## src/hw/rtl/pig_pkg.sv

```systemverilog
// ----------------------------------------------------------------------------
// pig_pkg: primitive index generator shared definitions
// Command and mode codes, result kinds, beat types and the register map.
// ----------------------------------------------------------------------------
package pig_pkg;

  // Width of a vertex index (fixed by the result beat layout)
  localparam int INDEX_BITS = 16;

  // Most results one command can produce (a quad completes two triangles)
  localparam int MAX_RESULTS = 6;
  localparam int COUNT_BITS  = $clog2(MAX_RESULTS + 1);

  // Commands
  localparam logic [1:0] CMD_BEGIN  = 2'd0;
  localparam logic [1:0] CMD_VERTEX = 2'd1;
  localparam logic [1:0] CMD_END    = 2'd2;
  localparam logic [1:0] CMD_RESET  = 2'd3;

  // Primitive modes
  localparam logic [3:0] MODE_POINTS     = 4'd0;
  localparam logic [3:0] MODE_LINES      = 4'd1;
  localparam logic [3:0] MODE_LINE_LOOP  = 4'd2;
  localparam logic [3:0] MODE_LINE_STRIP = 4'd3;
  localparam logic [3:0] MODE_TRIANGLES  = 4'd4;
  localparam logic [3:0] MODE_TRI_STRIP  = 4'd5;
  localparam logic [3:0] MODE_TRI_FAN    = 4'd6;
  localparam logic [3:0] MODE_QUADS      = 4'd7;
  localparam logic [3:0] MODE_POLYGON    = 4'd8;

  // Topology classes
  localparam logic [1:0] CLASS_POINT    = 2'd0;
  localparam logic [1:0] CLASS_LINE     = 2'd1;
  localparam logic [1:0] CLASS_TRIANGLE = 2'd2;

  // Result kinds
  localparam logic [1:0] KIND_INDEX = 2'd0;
  localparam logic [1:0] KIND_FLUSH = 2'd1;
  localparam logic [1:0] KIND_ERROR = 2'd2;

  // Register map
  localparam int          PADDR_BITS       = 3;
  localparam logic [2:0]  ADDR_FLUSH_ENABLE = 3'd0;

  // Command beat
  typedef struct packed {
    logic [1:0] command;
    logic [3:0] prim_mode;
  } cmd_beat_t;

  // Result beat
  typedef struct packed {
    logic [INDEX_BITS-1:0] index_value;
    logic [1:0]            result_kind;
    logic                  last_of_run;
  } res_beat_t;

endpackage

```

## src/hw/rtl/primitive_index_generator_unit.sv

```systemverilog
// ----------------------------------------------------------------------------
// primitive_index_generator_unit: primitive assembly index list builder
// Turns begin / vertex / end / reset commands into point, line or triangle
// index lists, with flush beats on topology change (when enabled) and error beats.
// ----------------------------------------------------------------------------
//
//  Channel   Dir  Handshake            Payload
//  cmd       in   cmd_valid/cmd_stall  pig_pkg::cmd_beat_t (command, prim_mode)
//  res       out  res_valid/res_stall  pig_pkg::res_beat_t (index, kind, last)
//  cfg       in   APB psel/penable     flush_enable at byte address 0
//
//  A command is decoded in the cycle it is taken and its whole result list
//  (0 to 6 beats) is loaded into a shift buffer; the buffer sends one beat a
//  cycle while res_stall is low. A vertex of a triangle list gives 1 beat, a
//  triangle fan or strip vertex from the third on 3, a quad's fourth vertex 6.
//  The next command is taken in the cycle the last buffered beat leaves.
//  rst is synchronous; it empties the buffer and sets flush_enable to 1.
//  res_stall holds the buffer, and through it cmd_stall.
module primitive_index_generator_unit (
  input  logic                                clk,
  input  logic                                rst,
  input  logic                                cmd_valid,
  output logic                                cmd_stall,
  input  pig_pkg::cmd_beat_t                  cmd,
  output logic                                res_valid,
  input  logic                                res_stall,
  output pig_pkg::res_beat_t                  res,
  input  logic                                psel,
  input  logic                                penable,
  input  logic                                pwrite,
  input  logic [pig_pkg::PADDR_BITS-1:0]      paddr,
  input  logic [31:0]                         pwdata,
  output logic [31:0]                         prdata,
  output logic                                pready
);

  localparam logic [pig_pkg::INDEX_BITS-1:0] IDX_MAX = '1;

  // Builder state
  logic                             flush_enable;
  logic [pig_pkg::INDEX_BITS-1:0]   vertex_counter, vertex_counter_next;
  logic [pig_pkg::INDEX_BITS-1:0]   primitive_start, primitive_start_next;
  logic                             inside_begin, inside_begin_next;
  logic [3:0]                       current_mode, current_mode_next;
  logic [1:0]                       topology_class, topology_class_next;
  logic                             topology_known, topology_known_next;

  // Result buffer
  pig_pkg::res_beat_t               rbuf [pig_pkg::MAX_RESULTS];
  logic [pig_pkg::COUNT_BITS-1:0]   count;

  // Decoded result list of the incoming command
  logic [pig_pkg::INDEX_BITS-1:0]   lst_idx [pig_pkg::MAX_RESULTS];
  logic [1:0]                       lst_kind;
  logic [pig_pkg::COUNT_BITS-1:0]   lst_cnt;

  logic                             accept, take;
  logic [pig_pkg::INDEX_BITS-1:0]   vi, vs, vn;
  logic [pig_pkg::INDEX_BITS-1:0]   vim1, vim2, vim3;
  logic [1:0]                       cls;

  // Handshake
  assign res_valid = (count != '0);
  assign res       = rbuf[0];
  assign take      = res_valid && !res_stall;
  assign cmd_stall = (count != '0) && !(take && (count == pig_pkg::COUNT_BITS'(1)));
  assign accept    = cmd_valid && !cmd_stall;

  // Configuration port
  assign pready = 1'b1;
  assign prdata = (paddr == pig_pkg::ADDR_FLUSH_ENABLE) ? {31'd0, flush_enable} : 32'd0;

  always_ff @(posedge clk) begin
    if (rst) begin
      flush_enable <= 1'b1;
    end else if (psel && penable && pwrite && pready &&
                 paddr == pig_pkg::ADDR_FLUSH_ENABLE) begin
      flush_enable <= pwdata[0];
    end
  end

  // Running values for the vertex step
  assign vi   = vertex_counter;
  assign vs   = primitive_start;
  assign vn   = vi - vs;
  assign vim1 = vi - pig_pkg::INDEX_BITS'(1);
  assign vim2 = vi - pig_pkg::INDEX_BITS'(2);
  assign vim3 = vi - pig_pkg::INDEX_BITS'(3);
  assign cls  = (cmd.prim_mode == pig_pkg::MODE_POINTS) ? pig_pkg::CLASS_POINT :
                (cmd.prim_mode <= pig_pkg::MODE_LINE_STRIP) ? pig_pkg::CLASS_LINE :
                pig_pkg::CLASS_TRIANGLE;

  // Command decode: next state and result list
  always_comb begin
    vertex_counter_next  = vertex_counter;
    primitive_start_next = primitive_start;
    inside_begin_next    = inside_begin;
    current_mode_next    = current_mode;
    topology_class_next  = topology_class;
    topology_known_next  = topology_known;
    lst_kind             = pig_pkg::KIND_INDEX;
    lst_cnt              = '0;
    for (int j = 0; j < pig_pkg::MAX_RESULTS; j++) begin
      lst_idx[j] = '0;
    end

    case (cmd.command)
      pig_pkg::CMD_BEGIN: begin
        if (inside_begin || cmd.prim_mode > pig_pkg::MODE_POLYGON) begin
          lst_kind = pig_pkg::KIND_ERROR;
          lst_cnt  = pig_pkg::COUNT_BITS'(1);
        end else begin
          if (topology_known && cls != topology_class && flush_enable) begin
            lst_kind = pig_pkg::KIND_FLUSH;
            lst_cnt  = pig_pkg::COUNT_BITS'(1);
          end
          topology_class_next  = cls;
          topology_known_next  = 1'b1;
          current_mode_next    = cmd.prim_mode;
          inside_begin_next    = 1'b1;
          primitive_start_next = vertex_counter;
        end
      end
      pig_pkg::CMD_VERTEX: begin
        if (!inside_begin || vertex_counter == IDX_MAX) begin
          lst_kind = pig_pkg::KIND_ERROR;
          lst_cnt  = pig_pkg::COUNT_BITS'(1);
        end else begin
          vertex_counter_next = vi + pig_pkg::INDEX_BITS'(1);
          case (current_mode)
            pig_pkg::MODE_POINTS, pig_pkg::MODE_LINES, pig_pkg::MODE_TRIANGLES: begin
              lst_idx[0] = vi;
              lst_cnt    = pig_pkg::COUNT_BITS'(1);
            end
            pig_pkg::MODE_LINE_LOOP, pig_pkg::MODE_LINE_STRIP: begin
              if (vn != '0) begin
                lst_idx[0] = vim1;
                lst_idx[1] = vi;
                lst_cnt    = pig_pkg::COUNT_BITS'(2);
              end
            end
            pig_pkg::MODE_TRI_STRIP: begin
              if (vn >= pig_pkg::INDEX_BITS'(2)) begin
                // odd positions swap the first two to keep the winding
                lst_idx[0] = vn[0] ? vim1 : vim2;
                lst_idx[1] = vn[0] ? vim2 : vim1;
                lst_idx[2] = vi;
                lst_cnt    = pig_pkg::COUNT_BITS'(3);
              end
            end
            pig_pkg::MODE_TRI_FAN, pig_pkg::MODE_POLYGON: begin
              if (vn >= pig_pkg::INDEX_BITS'(2)) begin
                lst_idx[0] = vs;
                lst_idx[1] = vim1;
                lst_idx[2] = vi;
                lst_cnt    = pig_pkg::COUNT_BITS'(3);
              end
            end
            pig_pkg::MODE_QUADS: begin
              if (vn[1:0] == 2'b11) begin
                lst_idx[0] = vim3;
                lst_idx[1] = vim2;
                lst_idx[2] = vim1;
                lst_idx[3] = vim3;
                lst_idx[4] = vim1;
                lst_idx[5] = vi;
                lst_cnt    = pig_pkg::COUNT_BITS'(6);
              end
            end
            default: begin
            end
          endcase
        end
      end
      pig_pkg::CMD_END: begin
        if (!inside_begin) begin
          lst_kind = pig_pkg::KIND_ERROR;
          lst_cnt  = pig_pkg::COUNT_BITS'(1);
        end else begin
          inside_begin_next = 1'b0;
          // line loop closes last vertex back to first
          if (current_mode == pig_pkg::MODE_LINE_LOOP && vertex_counter != primitive_start) begin
            lst_idx[0] = vim1;
            lst_idx[1] = vs;
            lst_cnt    = pig_pkg::COUNT_BITS'(2);
          end
        end
      end
      default: begin
        if (inside_begin) begin
          lst_kind = pig_pkg::KIND_ERROR;
          lst_cnt  = pig_pkg::COUNT_BITS'(1);
        end else begin
          vertex_counter_next  = '0;
          primitive_start_next = '0;
          current_mode_next    = pig_pkg::MODE_POINTS;
          topology_class_next  = pig_pkg::CLASS_POINT;
          topology_known_next  = 1'b0;
        end
      end
    endcase
  end

  // State registers
  always_ff @(posedge clk) begin
    if (rst) begin
      vertex_counter  <= '0;
      primitive_start <= '0;
      inside_begin    <= 1'b0;
      current_mode    <= pig_pkg::MODE_POINTS;
      topology_class  <= pig_pkg::CLASS_POINT;
      topology_known  <= 1'b0;
    end else if (accept) begin
      vertex_counter  <= vertex_counter_next;
      primitive_start <= primitive_start_next;
      inside_begin    <= inside_begin_next;
      current_mode    <= current_mode_next;
      topology_class  <= topology_class_next;
      topology_known  <= topology_known_next;
    end
  end

  // Result buffer: load a whole list, shift one beat out per take
  always_ff @(posedge clk) begin
    if (rst) begin
      count <= '0;
    end else if (accept) begin
      count <= lst_cnt;
    end else if (take) begin
      count <= count - pig_pkg::COUNT_BITS'(1);
    end
  end

  always_ff @(posedge clk) begin
    if (accept) begin
      for (int j = 0; j < pig_pkg::MAX_RESULTS; j++) begin
        rbuf[j].index_value <= lst_idx[j];
        rbuf[j].result_kind <= lst_kind;
        rbuf[j].last_of_run <= (pig_pkg::COUNT_BITS'(j + 1) == lst_cnt);
      end
    end else if (take) begin
      for (int j = 0; j < pig_pkg::MAX_RESULTS - 1; j++) begin
        rbuf[j] <= rbuf[j + 1];
      end
    end
  end

  // Checks
  a_count_range: assert property (@(posedge clk) disable iff (rst)
    count <= pig_pkg::COUNT_BITS'(pig_pkg::MAX_RESULTS))
    else $error("result buffer count out of range");

  a_last_matches_count: assert property (@(posedge clk) disable iff (rst)
    res_valid |-> (res.last_of_run == (count == pig_pkg::COUNT_BITS'(1))))
    else $error("last_of_run does not mark the final buffered beat");

  a_counter_saturates: assert property (@(posedge clk) disable iff (rst)
    (vertex_counter == IDX_MAX && !(accept && cmd.command == pig_pkg::CMD_RESET))
    |=> vertex_counter == IDX_MAX)
    else $error("vertex counter left saturation without a reset");

  a_nested_begin_ignored: assert property (@(posedge clk) disable iff (rst)
    (accept && inside_begin && cmd.command == pig_pkg::CMD_BEGIN)
    |=> (inside_begin && $stable(primitive_start) && $stable(current_mode)))
    else $error("begin inside begin changed the builder state");

endmodule
```

## config.mk

```make
export PLATFORM = sky130hd
export DESIGN_NAME = primitive_index_generator_unit
export DESIGN_NICKNAME = d
export VERILOG_FILES = /design/src/hw/rtl/pig_pkg.sv /design/src/hw/rtl/primitive_index_generator_unit.sv
export SDC_FILE = /design/constraint.sdc
export NUM_CORES = 1
export LEC_CHECK = 0
export ABC_AREA = 1
export BUFFER_PORTS_ARGS = -buffer_cell sky130_fd_sc_hd__buf_4
export CORE_ASPECT_RATIO = 0.5
export CORE_UTILIZATION = 32
export CTS_BUF_LIST = sky130_fd_sc_hd__clkbuf_8 sky130_fd_sc_hd__clkbuf_16
export DETAILED_ROUTE_END_ITERATION = 10
export GPL_ROUTABILITY_DRIVEN = 0
export PLACE_DENSITY = 0.46
export SLEW_MARGIN = 15
export SYNTH_ARGS = -nofsm -noshare
export SYNTH_HDL_FRONTEND = slang
export SYNTH_SLANG_ARGS = --single-unit
```

## constraint.sdc

```tcl
create_clock -name clk -period 4.1 [get_ports clk]
set_clock_uncertainty 0.2 [all_clocks]
set_input_delay 0.82 -clock clk [delete_from_list [all_inputs] [get_ports clk]]
set_output_delay 0.82 -clock clk [all_outputs]
set_load 0.02 [all_outputs]
```

[Word level (Yosys, flattened, before mapping)]
Memories as Yosys holds them, arrays and structs flattened.
Cells that the tools add are included.
Cells by class
  add/sub/neg operators: 6
  reduce and logical (&&, ||, !) cells: 33
  order comparisons: 3
  bitwise operators: 7
  equality and inequality tests: 25
  mux-type cells: 62
Operator list (count)
  $mux 96: 2
  $mux 48: 3
  $mux 32: 3
  $mux 19: 5
  $mux 16: 5
  $pmux 16 s5: 1
  $mux 64: 1
  $pmux 16 s2: 2
  $pmux 16 s4: 1
  $pmux 32 s2: 1
  $pmux 16 s3: 1
  $sub 16x2->16 const B: 2
  $mux 2: 11
  $add 16x1->16 const B: 1
  $eq 16x16->1 const B: 1
  $eq 4x3->1 const B: 4
  $ge 16x2->1 const B: 1
  $ne 16x16->1: 1
  $reduce_bool 16->1: 1
  $sub 16x1->16 const B: 1
  $sub 16x16->16: 1
  $mux 3: 5
  $mux 1: 12
  $pmux 3 s4: 1
  other kinds (35): 69
Storage, ports and cells
  output and inout port bits: 54
  bits in writable memories: 114
  memories: 1
  bits in registers: 44
Memory list
  rbuf: depth 6, width 19, rd ports 6, clocked after memory_dff 0, write ports 6, RTL line primitive_index_generator_unit.sv:49  | pig_pkg::res_beat_t rbuf [pig_pkg::MAX_RESULTS];

[Depth between registers and ports, before layout]
  word-level depth: 11
  depth in mapped cells: 26
  depth with buffers taken out: 24

[Worst setup path before layout]
No wires, ideal clock.
  path type: input to register
  from: input res_stall
  to: register count[1] (netlist bit)
  slack: 246 ps
  required time: 3830 ps
  buffers on the path: 0
  data arrival time: 3584 ps
  stages: 8
  cells stage by stage: nor2_1 -> nand2_1 -> nand2_1 -> nand2_1 -> nand2_1 -> o22ai_1 -> inv_1 -> a21oi_1
On the way
  cells in the longest elaborated chain, start to end: 8
  elaborated cells on any way between the ends: 9
Ends and longest elaborated chain
  from (decl): RTL line primitive_index_generator_unit.sv:26  | input logic res_stall,
  $logic_not 1->1 (*): RTL line primitive_index_generator_unit.sv:65  | assign take = res_valid && !res_stall;
  $logic_and 1x1->1 (*): RTL line primitive_index_generator_unit.sv:65
  $logic_and 1x1->1: RTL line primitive_index_generator_unit.sv:66  | assign cmd_stall = (count != '0) && !(take && (count == pig_pkg::COUNT_BITS'(1)));
  $logic_not 1->1: RTL line primitive_index_generator_unit.sv:66
  $logic_and 1x1->1: RTL line primitive_index_generator_unit.sv:66
  $logic_not 1->1: RTL line primitive_index_generator_unit.sv:67  | assign accept = cmd_valid && !cmd_stall;
  $logic_and 1x1->1: RTL line primitive_index_generator_unit.sv:67
  $mux 3 or $reduce_bool 2->1 (tied branches)
  to (signal assigned): RTL line primitive_index_generator_unit.sv:228  | count <= lst_cnt;
  to (signal assigned): RTL line primitive_index_generator_unit.sv:230  | count <= count - pig_pkg::COUNT_BITS'(1);
  to (decl): RTL line primitive_index_generator_unit.sv:50  | logic [pig_pkg::COUNT_BITS-1:0] count;
Every way passes the cells marked *; elsewhere a longest branch is shown, timed or not.
A chain may end at the register's enable or synchronous reset.

==> impl_results.md <==
* Overall die area at 34200 um2
* Worst reg2reg path startpoint: primitive_start[0]$_SDFFE_PP0P_
* Endpoint kind of the worst setup timing path: flop
* Switching share of power at 0.360
* Vias per cell at 4.99
* Setup slack at placement at 390 ps
* Finished Cell Area at 12000 um2
* Max Buffers Root-to-Sink at 2
* Most frequent standard cell in the layout excluding fill and tap cells: sky130_fd_sc_hd__nand2_1
* Layout net count at 1603
* Share of total power in sequential cells at 0.427
* Worst-case headroom to the max-slew limit at 0.281
* Clock tree from TritonCTS: yes
* Critical path class: reg2reg
* Clock group share of total power at 0.262
* Die X at 260 um
* Number of buffers added by the clock tree synthesis step at 17
* Layout overhead on the synthesized area at 12.4%
* Number of input and output port buffers inserted at 38
* Met2 track utilization from global routing at 0.252
* Combinational Power Share at 0.311
* Worst Path Arrival at 3740 ps
* Fraction of the yosys area taken by sequential cells at 0.403
* Standard cell area after detailed placement at 11400 um2
* Synthesis warning total at 0
* Worst supply voltage drop on vdd at 0.379 mV
* Post-synthesis area per instance at 7.13 um2
* Wire length of the first global-routing pass at 53200 um
* Global routing usage on met1 at 0.337
* Final worst path period need at 3760 ps
* Pin count of the biggest net entering global routing at 98
* Routed Wire Length at 34400 um
* Post-synthesis cell type count at 52
* Grt peak-use layer: met1
* Worst setup SP type: flop
* Max-capacitance violation count at 0
* Final worst slack at 343 ps
* Min-Delay Path Class: reg2reg
* Tot GR Track Use at 0.205
* Die Height at 131 um
* Top library cells by usage in the layout, fill and taps aside: sky130_fd_sc_hd__nand2_1 (496), sky130_fd_sc_hd__inv_1 (176), sky130_fd_sc_hd__edfxtp_1 (114)
* Via count at 9837
* Count of antenna-violating nets left after detailed routing at 0
* Final Setup Violations at 0
* Row Count at 46
* Setup TNS at 0 ps
* Overall power consumption at 6.12 mW
* Unrepaired setup endpoints after global routing: false
* Met3 track demand over resource in global routing at 0.0571
* Design internal power at 3.92 mW
* Number of iterations in the first detailed-routing pass at 5
* Clk Latency, worst-skew pair at 450 ps
* Total I/O pin count at 102
* Worst Hold Margin at 266 ps
* EDFF count, synth at 114
* Starting DRC count in detailed routing at 1260
* Final cycle utilization of the critical path at 0.916
* Achievable clock frequency at 266 MHz
* Syn Std Cell Area at 10700 um2
* Area inside the core boundary at 32200 um2
* Instance count of the mapped netlist at 1498
* Leakage component of the power at 5.33 nW
* Max Fanout on Critical Path at 17
* Worst hold path depth at 2
* Share of flip-flops with an asynchronous set or reset at 0
* Postcts setup bufs at 0
* H-tree levels at 4
* Slew at the pin with the worst max-slew slack at 1060 ps
* HPWL after DPL at 25800 um
* Power dissipated by switching net loads at 2.20 mW
* Max-slew violation total from the final report at 0
* Final antenna diode count at 0
* Initial Utilization at 0.331
* Overflow left after global routing at 0
* R2R Path End: rbuf[5][0]$_DFFE_PP_
* Worst Hold Endpoint: primitive_start[8]$_SDFFE_PP0P_
* Register-to-register setup slack at 340 ps
* Routed len/inst at 17.5 um
* Register bit total from synthesis at 158
* Depth of the worst register-to-register path at 23
* Total clock sinks at 158
* Most instantiated flip-flop cell in the synthesis netlist: sky130_fd_sc_hd__edfxtp_1
* Hold violation total from the final report at 0
* Register clock-pin slew on the reported worst setup and hold paths at 70 ps
* Number of resized instances in the post-cts repair step at 0
* Via count of the first global-routing pass at 8933
* Cell Pwr Density at 510 nW/um2
* Layout cell share with drive strength beyond 1 at 0.0930
* Initial antenna violation count at 0
* Required time at the endpoint of the critical path at 4080 ps
* Drc violations at 0
* Result of the run: complete, no violations
* Start point of the worst hold path: primitive_start[8]$_SDFFE_PP0P_
* Root buffer cell: sky130_fd_sc_hd__clkbuf_16
* CTS hold repair buffers at 0
[synth_stat cells, drive strengths merged, types with 3 or more instances]
cell type  instances  area share
a21oi             63       0.031
ha                28       0.033
a22oi              7      0.0049
edfxtp           114        0.32
o221ai             3      0.0025
buf               66       0.039
o211ai             3      0.0021
o21a               4      0.0028
inv              187       0.066
xnor2              3      0.0025
xor2              27       0.022
nand4             11      0.0064
clkinv             3      0.0011
or2                3      0.0018
nand3             90       0.044
and2               5      0.0029
clkbuf            31       0.011
o22ai             31       0.018
a32o              16       0.015
o21ai            104       0.049
dfxtp             44       0.082
nor2             121       0.044
nor3              11      0.0056
nand2            502        0.18
[cells by family (layout without fill, tap and decap cells)]
group | count (synthesis) | after routing | synth area share
AND/OR/NAND/NOR | 748 | 748 | 0.286
buffers and inverters | 287 | 297 | 0.117
AO/OA/AOI/OAI | 244 | 244 | 0.135
flip-flops | 158 | 158 | 0.403
XOR/XNOR | 30 | 30 | 0.0246
adder cells (fa/ha/maj) | 29 | 29 | 0.0347
other | 2 | 32 | 0.000703
[through the flow]
| stage | std cells | utilization |
|---|---|---|
| CTS | 1970 | 0.372 |
| global route | 1970 | 0.372 |
| global placement | 1939 | 0.355 |
| finish | 1970 | 0.372 |
| detailed placement | 1939 | 0.355 |
| floorplan | 1528 | - |
[sequential cells by signal (all words and copies together) (netlist names)]
signal,flops
current_mode,4
topology_known,1
inside_begin,1
topology_class,2
rbuf,114
primitive_start,16
count,3
flush_enable,1
vertex_counter,16
[cell type report]
type,instances,area (um2)
Timing Repair Buffer,76,608
Sequential cell,158,4300
Fill cell,3337,20200
Multi-Input combinational cell,1083,5270
Tap cell,432,541
Clock inverter,14,145
Clock buffer,17,425
Inverter,190,713
[worst max path at each step]
stage / depth (start not counted) / startpoint / to
after CTS: 23 / primitive_start[0]$_SDFFE_PP0P_ / rbuf[5][0]$_DFFE_PP_
after global placement: 24 / vertex_counter[0]$_SDFFE_PP0P_ / rbuf[5][0]$_DFFE_PP_
after floorplan: 8 / res_stall / count[1]$_SDFFE_PP0P_
after detailed placement: 23 / primitive_start[0]$_SDFFE_PP0P_ / rbuf[5][0]$_DFFE_PP_
after global routing: 24 / primitive_start[0]$_SDFFE_PP0P_ / rbuf[0][0]$_DFFE_PP_
final: 23 / primitive_start[0]$_SDFFE_PP0P_ / rbuf[5][0]$_DFFE_PP_
[power groups by stage]
stage / registers (mW) / logic [mW] / clock network (mW)
after floorplan: 2.80 / 1.16 / 0
after global placement: 2.63 / 1.89 / 0
after detailed placement: 2.65 / 1.91 / 0
after CTS: 2.61 / 1.92 / 1.64
after global routing: 2.67 / 2.10 / 1.69
final: 2.61 / 1.91 / 1.60
[worst max-delay path: stages (launching register included)]
cell and delay (ps):
sky130_fd_sc_hd__dfxtp_1 360, sky130_fd_sc_hd__ha_1 210, sky130_fd_sc_hd__inv_1 100, sky130_fd_sc_hd__fa_1 400
sky130_fd_sc_hd__nand2_1 80, sky130_fd_sc_hd__nand2_1 80, sky130_fd_sc_hd__nand2_2 110, sky130_fd_sc_hd__inv_1 50
sky130_fd_sc_hd__nand2_1 70, sky130_fd_sc_hd__nand3_1 60, sky130_fd_sc_hd__nand2_1 60, sky130_fd_sc_hd__nand2_1 40
sky130_fd_sc_hd__inv_1 50, sky130_fd_sc_hd__nand2_1 50, sky130_fd_sc_hd__nor2_2 140, sky130_fd_sc_hd__nand3_2 360
sky130_fd_sc_hd__buf_12 310, sky130_fd_sc_hd__nand2_2 80, sky130_fd_sc_hd__buf_4 240, sky130_fd_sc_hd__nand3_1 100
sky130_fd_sc_hd__nand2_1 90, sky130_fd_sc_hd__nand2_1 80, sky130_fd_sc_hd__nand2_1 90, sky130_fd_sc_hd__nor3_1 50
[routing by layer]
metal  part of all wire  vias up
li1                   -     4872
met4             0.0091        0
met5                  0        -
met2               0.37      386
met3              0.096       21
met1               0.53     4558
Power figures use the tool's default switching activity.
